<file path="config.mk">
export PLATFORM = sky130hd
export DESIGN_NAME = cubrs_ctrl
export DESIGN_NICKNAME = d
export VERILOG_FILES = /design/src/hdl/cubrs_pkg.sv /design/src/hdl/cubrs_ctrl.sv
export SDC_FILE = /design/constraint.sdc
export NUM_CORES = 1
export LEC_CHECK = 0
export BUFFER_PORTS_ARGS = -buffer_cell sky130_fd_sc_hd__buf_2
export CAP_MARGIN = 20
export CORE_MARGIN = 2
export CORE_UTILIZATION = 50
export DETAILED_ROUTE_END_ITERATION = 16
export PLACE_DENSITY_LB_ADDON = 0.15
export SETUP_SLACK_MARGIN = 0.15
export SKIP_LAST_GASP = 1
export SYNTH_ARGS = -nofsm -noshare
export SYNTH_HDL_FRONTEND = slang
export SYNTH_SLANG_ARGS = --single-unit
export TNS_END_PERCENT = 10
</file>
<file path="constraint.sdc">
create_clock -name clock -period 2.9 [get_ports clock]
set_clock_uncertainty 0.2 [all_clocks]
set_input_delay 0.58 -clock clock [delete_from_list [all_inputs] [get_ports clock]]
set_output_delay 0.58 -clock clock [all_outputs]
set_load 0.02 [all_outputs]
</file>
<file path="src/hdl/cubrs_pkg.sv">
// Shared types, constants and codes of the cubic stereo resampler.
// Depends on nothing; every file but cubrs_ram imports it.
package cubrs_pkg;

   localparam int DEPTH       = 4096;
   localparam int FRAC_BITS   = 16;
   localparam int SAMPLE_BITS = 16;

   localparam int ADDR_BITS   = $clog2(DEPTH);
   localparam int FL_BITS     = ADDR_BITS + 1;
   localparam int PHASE_BITS  = 32;
   localparam int N_BITS      = PHASE_BITS - FRAC_BITS;
   localparam int IDX_BITS    = ((N_BITS > ADDR_BITS) ? N_BITS : ADDR_BITS) + 2;
   localparam int MU_BITS     = 16;
   localparam int ROUND_HALF  = 1 << (MU_BITS - 1);
   localparam int A_BITS      = SAMPLE_BITS + 4;
   localparam int H_BITS      = SAMPLE_BITS + 20;
   localparam int P_BITS      = H_BITS + MU_BITS + 1;
   localparam int INC_BITS    = 21;
   localparam int LEN_BITS    = 17;
   localparam int CSR_IDX_BITS  = 1;
   localparam int CSR_DATA_BITS = 21;
   localparam int FRAME_BITS  = 2 * SAMPLE_BITS;

   localparam logic [INC_BITS-1:0] INC_RESET = INC_BITS'(65536);
   localparam logic signed [H_BITS-1:0] H_SMAX = H_BITS'((2 ** (SAMPLE_BITS - 1)) - 1);
   localparam logic signed [H_BITS-1:0] H_SMIN = H_BITS'(-(2 ** (SAMPLE_BITS - 1)));

   typedef enum logic [1:0] {
      ACT_CLEAR = 2'd0,
      ACT_LOAD  = 2'd1,
      ACT_EMIT  = 2'd2
   } action_type;

   typedef enum logic [CSR_IDX_BITS-1:0] {
      CSR_PHASE_INC = 1'b0,
      CSR_OUT_LEN   = 1'b1
   } csr_index_type;

   typedef enum logic [6:0] {
      ST_IDLE  = 7'b0000001,
      ST_READ  = 7'b0000010,
      ST_DRAIN = 7'b0000100,
      ST_COEF  = 7'b0001000,
      ST_MUL   = 7'b0010000,
      ST_ACC   = 7'b0100000,
      ST_DONE  = 7'b1000000
   } state_type;

   typedef struct packed {
      logic [1:0]                    action;
      logic signed [SAMPLE_BITS-1:0] in_left;
      logic signed [SAMPLE_BITS-1:0] in_right;
   } req_word_type;

   typedef struct packed {
      logic signed [SAMPLE_BITS-1:0] out_left;
      logic signed [SAMPLE_BITS-1:0] out_right;
      logic                          last;
   } rsp_word_type;

   typedef struct packed {
      logic       clear;
      logic       load;
      logic       start;
      logic       rd_en;
      logic [1:0] tap;
      logic       coef;
      logic       mul;
      logic       acc;
      logic       ch;
      logic [1:0] k;
      logic       finish;
   } ctrl_cmd_type;

   typedef struct packed {
      logic run_done;
      logic store_full;
      logic out_free;
   } dp_status_type;

endpackage

</file>
<file path="src/hdl/cubrs_ctrl.sv">
// Controller of the resampler: decodes input words and sequences reads,
// the shared Horner multiplier and output hand-off. Uses cubrs_pkg.
module cubrs_ctrl (
   input  logic                     clock,
   input  logic                     reset,
   input  logic                     req_valid,
   input  logic [1:0]               req_action,
   input  cubrs_pkg::dp_status_type status,
   output logic                     req_stall,
   output cubrs_pkg::ctrl_cmd_type  cmd
);
   import cubrs_pkg::*;

   state_type  state_ff, state_in;
   logic [2:0] step_ff, step_in;

   always_comb begin
      state_in  = state_ff;
      step_in   = step_ff;
      cmd       = '0;
      req_stall = (state_ff != ST_IDLE);
      case (state_ff)
         ST_IDLE: begin
            if (req_valid) begin
               case (req_action)
                  ACT_CLEAR: cmd.clear = 1'b1;
                  ACT_LOAD:  cmd.load  = !status.store_full;
                  ACT_EMIT: begin
                     if (!status.run_done) begin
                        cmd.start = 1'b1;
                        state_in  = ST_READ;
                        step_in   = 3'd0;
                     end
                  end
                  default: ;
               endcase
            end
         end
         ST_READ: begin
            cmd.rd_en = 1'b1;
            cmd.tap   = step_ff[1:0];
            if (step_ff == 3'd3) begin
               state_in = ST_DRAIN;
               step_in  = 3'd0;
            end else begin
               step_in = step_ff + 3'd1;
            end
         end
         ST_DRAIN: state_in = ST_COEF;
         ST_COEF: begin
            cmd.coef = 1'b1;
            state_in = ST_MUL;
            step_in  = 3'd0;
         end
         ST_MUL: begin
            cmd.mul  = 1'b1;
            cmd.ch   = step_ff[0];
            state_in = ST_ACC;
         end
         ST_ACC: begin
            cmd.acc = 1'b1;
            cmd.ch  = step_ff[0];
            cmd.k   = step_ff[2:1];
            if (step_ff == 3'd5) begin
               state_in = ST_DONE;
               step_in  = 3'd0;
            end else begin
               state_in = ST_MUL;
               step_in  = step_ff + 3'd1;
            end
         end
         ST_DONE: begin
            if (status.out_free) begin
               cmd.finish = 1'b1;
               state_in   = ST_IDLE;
            end
         end
         default: begin
            state_in = ST_IDLE;
            step_in  = 3'd0;
         end
      endcase
   end

   always_ff @(posedge clock) begin
      if (reset) begin
         state_ff <= ST_IDLE;
         step_ff  <= 3'd0;
      end else begin
         state_ff <= state_in;
         step_ff  <= step_in;
      end
   end

endmodule

</file>
## After elaboration in Yosys (flattened, before gate mapping)

Index checks and enable logic that the tools add are counted.

| storage, ports and cells | value |
|---|---|
| flip-flop bits (word level) | 10 |
| bits of input ports | 8 |

| cells by class | value |
|---|---|
| $add $sub $neg | 1 |
| equality and inequality tests | 17 |
| multiplexer cells | 27 |
| bitwise operators | 1 |
| reduce and logical (&&, ||, !) cells | 6 |

Operators with widths:

| kind | count |
|---|---|
| case mux 7 bit (7 select lines) | 1 |
| two-way mux 7 bit | 6 |
| two-way mux 3 bit | 8 |
| case mux 3 bit (4 select lines) | 1 |
| two-way mux 1 bit | 10 |
| != test 2 bit, second input constant | 4 |
| equality test 7 x 1 -> 1 bit, second input constant | 1 |
| equality test 7 x 2 -> 1 bit, second input constant | 1 |
| equality test 7 x 3 -> 1 bit, second input constant | 1 |
| equality test 7 x 4 -> 1 bit, second input constant | 1 |
| equality test 7 x 5 -> 1 bit, second input constant | 1 |
| equality test 7 x 6 -> 1 bit, second input constant | 1 |
| equality test 7 bit, second input constant | 1 |
| != test 7 x 1 -> 1 bit, second input constant | 1 |
| AND reduction 5 bit | 1 |
| AND reduction 4 bit | 1 |
| adder 3 x 1 -> 3 bit, second input constant | 1 |
| equality test 3 x 2 -> 1 bit, second input constant | 1 |
| equality test 3 bit, second input constant | 1 |
| OR reduction 3 bit | 1 |
| equality test 2 x 1 -> 1 bit, second input constant | 1 |
| equality test 2 bit, second input constant | 1 |
| logical NOT 2 bit | 1 |
| two-way mux 2 bit | 1 |
| other kinds (4) | 4 |

## Depth between registers and ports, before layout

| logic depth | value |
|---|---|
| depth after elaboration | 4 |
| depth in mapped cells | 6 |

## Worst setup path after synthesis

OpenSTA, ideal clock, no wires.

| path | value |
|---|---|
| kind | reg-to-output |
| from | reg state_ff[3] |
| to | out cmd[11] (netlist name) |
| arrival time | 1483 ps |
| data required time | 2120 ps |
| setup slack | 637 ps |
| stages on the path, launching flop included | 5 |
| path buffers | 1 |
| cell sequence | dfxtp_1 -> buf_6 -> nor4b_2 -> nand4b_1 -> nor3b_1 |

RTL lines:

| element | RTL line | RTL |
|---|---|---|
| start, declared | cubrs_ctrl.sv:14 | `state_type state_ff, state_in;` |
| start signal, assigned | cubrs_ctrl.sv:90 | `state_ff <= state_in;` |
| end, declared | cubrs_ctrl.sv:10 | `output cubrs_pkg::ctrl_cmd_type cmd` |

==> results.py <==
metrics = {
    "global_route": {
        "groute.usage.overall": 0.186,
        "grt_antenna_before_repair": 0,
        "total_overflow_reported_by_the_global_router": 0,
        "grt_first_pass_wirelength_um": 2750,
        "first_global_vias": 601,
        "grt_start_max_net_pins": 15,
    },
    "cells_and_area": {
        "stdcell_count": 130,
        "area.growth.synth_to_final_pct": 13.9,
        "n_antenna_cell": 0,
        "multi_input_area_um2": 538,
        "filler_cell_count": 140,
        "share_of_final_layout_standard_cells_stronger_than_drive_strength_1": 0.272,
        "ff_latch_area_um2": 201,
        "finish.net_count": 127,
    },
    "route": {
        "remaining_drc_errors": 0,
        "antenna_violating_nets_left": 0,
        "first_iter_violations": 28,
        "drt-wirelength-per-cell_um": 13.2,
        "detail_route.wirelength_um": 1710,
        "dr_total_vias": 777,
        "detail_route.first_pass.iterations": 4,
        "via_density_per_instance": 5.98,
    },
    "die": {
        "chipHeight_um": 44.3,
        "die_width_um": 44.3,
        "die_area_um2": 1960,
        "starting_density_of_the_core": 0.538,
        "core-area_um2": 1510,
        "num_rows": 14,
        "boundaryPins": 22,
    },
    "synth": {
        "ys.warnings.count": 0,
        "asyncSetResetFlopFracSynth": 0,
        "post_synth_instance_area_um2": 811,
        "ys_dominant_reg_cell": "sky130_fd_sc_hd__dfxtp_1",
        "synth_cells": 97,
        "seq_cells_post_synth": 10,
        "synth.avg_cell_area_um2": 8.36,
        "number_of_synthesized_flops_with_an_enable_pin": 0,
        "seq_area_frac_synth": 0.247,
        "postSynthNetCount": 109,
        "synth.distinct_cells": 42,
    },
    "clock_network": {
        "clkLatencyLatePin_ns": 0.25,
        "cts.hold.buffers_added": 0,
        "cts_tree": "built",
        "root_buffer": "sky130_fd_sc_hd__clkbuf_4",
        "numCtsBuffers": 3,
        "clk_path_buf_depth": 2,
        "path_clk_slew_ns": 0.07,
        "h-tree-depth": 1,
        "numClockSinks": 10,
    },
    "power_and_ir_drop": {
        "p_leak_nw": 0.407,
        "total_power_w": 0.000395,
        "ir_worst_vdd_uv": 340,
        "power.density_cell_area_nw_per_um2": 427,
    },
    "sta": {
        "final-max-slew-violation-count": 0,
        "timing.setup.tns_ns": 0,
        "layout_min_cycle_time_ns": 2.54,
        "final.period_utilization": 0.874,
        "timing_hold_violations_final": 0,
        "report.final.setup_viol": 0,
        "tightest_slew_ns": 0.528,
        "grt_setup_unrepaired": "false",
        "maxClockFrequency_mhz": 394,
        "slew_headroom": 0.648,
    },
    "outcome": {
        "result_of_the_run": "complete, no violations",
    },
    "placed_design": {
        "portBuffers": 21,
        "place.gp.congestion": 0.824,
        "detailed_place_hpwl_um": 1350,
        "place_inst": 126,
    },
    "min_path": {
        "hold_class": "reg2reg",
    },
    "worst_setup_path": {
        "crit_arrival_ns": 1.76,
        "crit_required_ns": 2.12,
        "endpoint_kind": "output pin",
        "crit_path_start_kind": "flop",
        "critPathKind": "reg2out",
        "critPathMaxFanout": 14,
    },
    "run": {
        "maxCapViolations": 0,
    },
}
[routing by layer]
| layer | vias up | wire (um) | track usage |
|---|---|---|---|
| li1 | 394 | - | - |
| met1 | 372 | 807 | 0.286 |
| met2 | 11 | 844 | 0.285 |
| met3 | 0 | 62 | 0.0122 |
| met4 | 0 | 0 | 0.0364 |
| met5 | - | 0 | 0 |
[sequential cells by signal, indices dropped and copies added, names as in the netlist]
name / count
state_ff: 7
step_ff: 3
[cells in the final DEF (no fill, tap or decap), types with 2 or more instances in the layout]
cell type,n
sky130_fd_sc_hd__a21oi_1,3
sky130_fd_sc_hd__and2_1,4
sky130_fd_sc_hd__and3_1,2
sky130_fd_sc_hd__and4b_1,2
sky130_fd_sc_hd__buf_2,21
sky130_fd_sc_hd__clkbuf_4,3
sky130_fd_sc_hd__dfxtp_1,9
sky130_fd_sc_hd__ha_1,4
sky130_fd_sc_hd__inv_1,6
sky130_fd_sc_hd__mux2i_1,2
sky130_fd_sc_hd__nand2_1,7
sky130_fd_sc_hd__nand3_1,2
sky130_fd_sc_hd__nand4b_1,4
sky130_fd_sc_hd__nor2_1,9
sky130_fd_sc_hd__nor3_1,3
sky130_fd_sc_hd__nor3b_1,2
sky130_fd_sc_hd__nor4b_1,3
sky130_fd_sc_hd__o21ai_0,2
sky130_fd_sc_hd__o22ai_1,3
[report_power, final]
| part | total, W | switching, W | internal [W] | leakage [nW] |
|---|---|---|---|---|
| sequential | 0.000168 | 0.0000235 | 0.000144 | 0.0804 |
| clock | 0.000121 | 0.0000448 | 0.0000760 | 0.0210 |
| combinational | 0.000106 | 0.0000535 | 0.0000524 | 0.305 |
| total | 0.000395 | 0.000122 | 0.000273 | 0.407 |
[worst paths after layout]
kind | startpoint | to | slack (ns) | depth (start not counted)
setup / recovery | state_ff[1] | cmd[2] | 0.36 | 4
hold / removal | step_ff[1] | step_ff[1] | 0.32 | 2
setup reg to reg | step_ff[0] | state_ff[0] | 1.09 | 6
hold reg to reg | step_ff[1] | step_ff[1] | 0.32 | 2
[what timing repair did]
item | in CTS | in global routing
endpoints found under the setup margin | 0 | 1
resized for setup | 0 | 1
setup buffers | 0 | 0
[metrics by stage]
step           hold slack [ns]   util  setup slack, ns  instance area [um2]
6_report                 0.320  0.613            0.364                  923
5_1_grt                  0.341  0.613            0.198                  923
4_1_cts                  0.325  0.612            0.304                  922
3_5_place_dp             0.316  0.588            0.587                  886
3_3_place_gp             0.299  0.588            0.636                  886
2_1_floorplan            0.263      -            0.637                  811
[cells in the mapped netlist (3+ instances only)]
cell	count	area [um2]
sky130_fd_sc_hd__ha_1	4	50.1
sky130_fd_sc_hd__buf_2	4	20.0
sky130_fd_sc_hd__o22ai_1	3	18.8
sky130_fd_sc_hd__a21oi_1	3	15.0
sky130_fd_sc_hd__nand2_1	7	26.3
sky130_fd_sc_hd__nor4b_1	3	26.3
sky130_fd_sc_hd__nand4b_1	4	35.0
sky130_fd_sc_hd__and2_1	4	25.0
sky130_fd_sc_hd__dfxtp_1	10	200
sky130_fd_sc_hd__inv_1	6	22.5
sky130_fd_sc_hd__nor3_1	3	15.0
sky130_fd_sc_hd__nor2_1	9	33.8
[logic make-up (layout without fill, tap and decap cells)]
kind of cell | after synthesis | in the layout | synth area share
xor+xnor | 1 | 1 | 0.0108
mux | 2 | 2 | 0.0247
compound gates | 17 | 17 | 0.148
flops | 10 | 10 | 0.247
simple gates | 49 | 49 | 0.418
fa+ha+maj | 4 | 4 | 0.0617
buf+inv | 14 | 31 | 0.0895
[area by class of cell]
class                   instances  share of cell area
clock buffers                   4              0.0393
inverters                       6              0.0244
multi-input cells              73               0.583
flip-flops and latches         10               0.218
well taps                      16              0.0217
repair buffers                 21               0.114
[critical path, stage by stage, from the launching register on]
cell and delay, ns:
sky130_fd_sc_hd__dfxtp_1 0.47, sky130_fd_sc_hd__nor4_4 0.36, sky130_fd_sc_hd__and3_1 0.36, sky130_fd_sc_hd__and2_1 0.16, sky130_fd_sc_hd__buf_2 0.15
(Power assumes the default switching activity.)
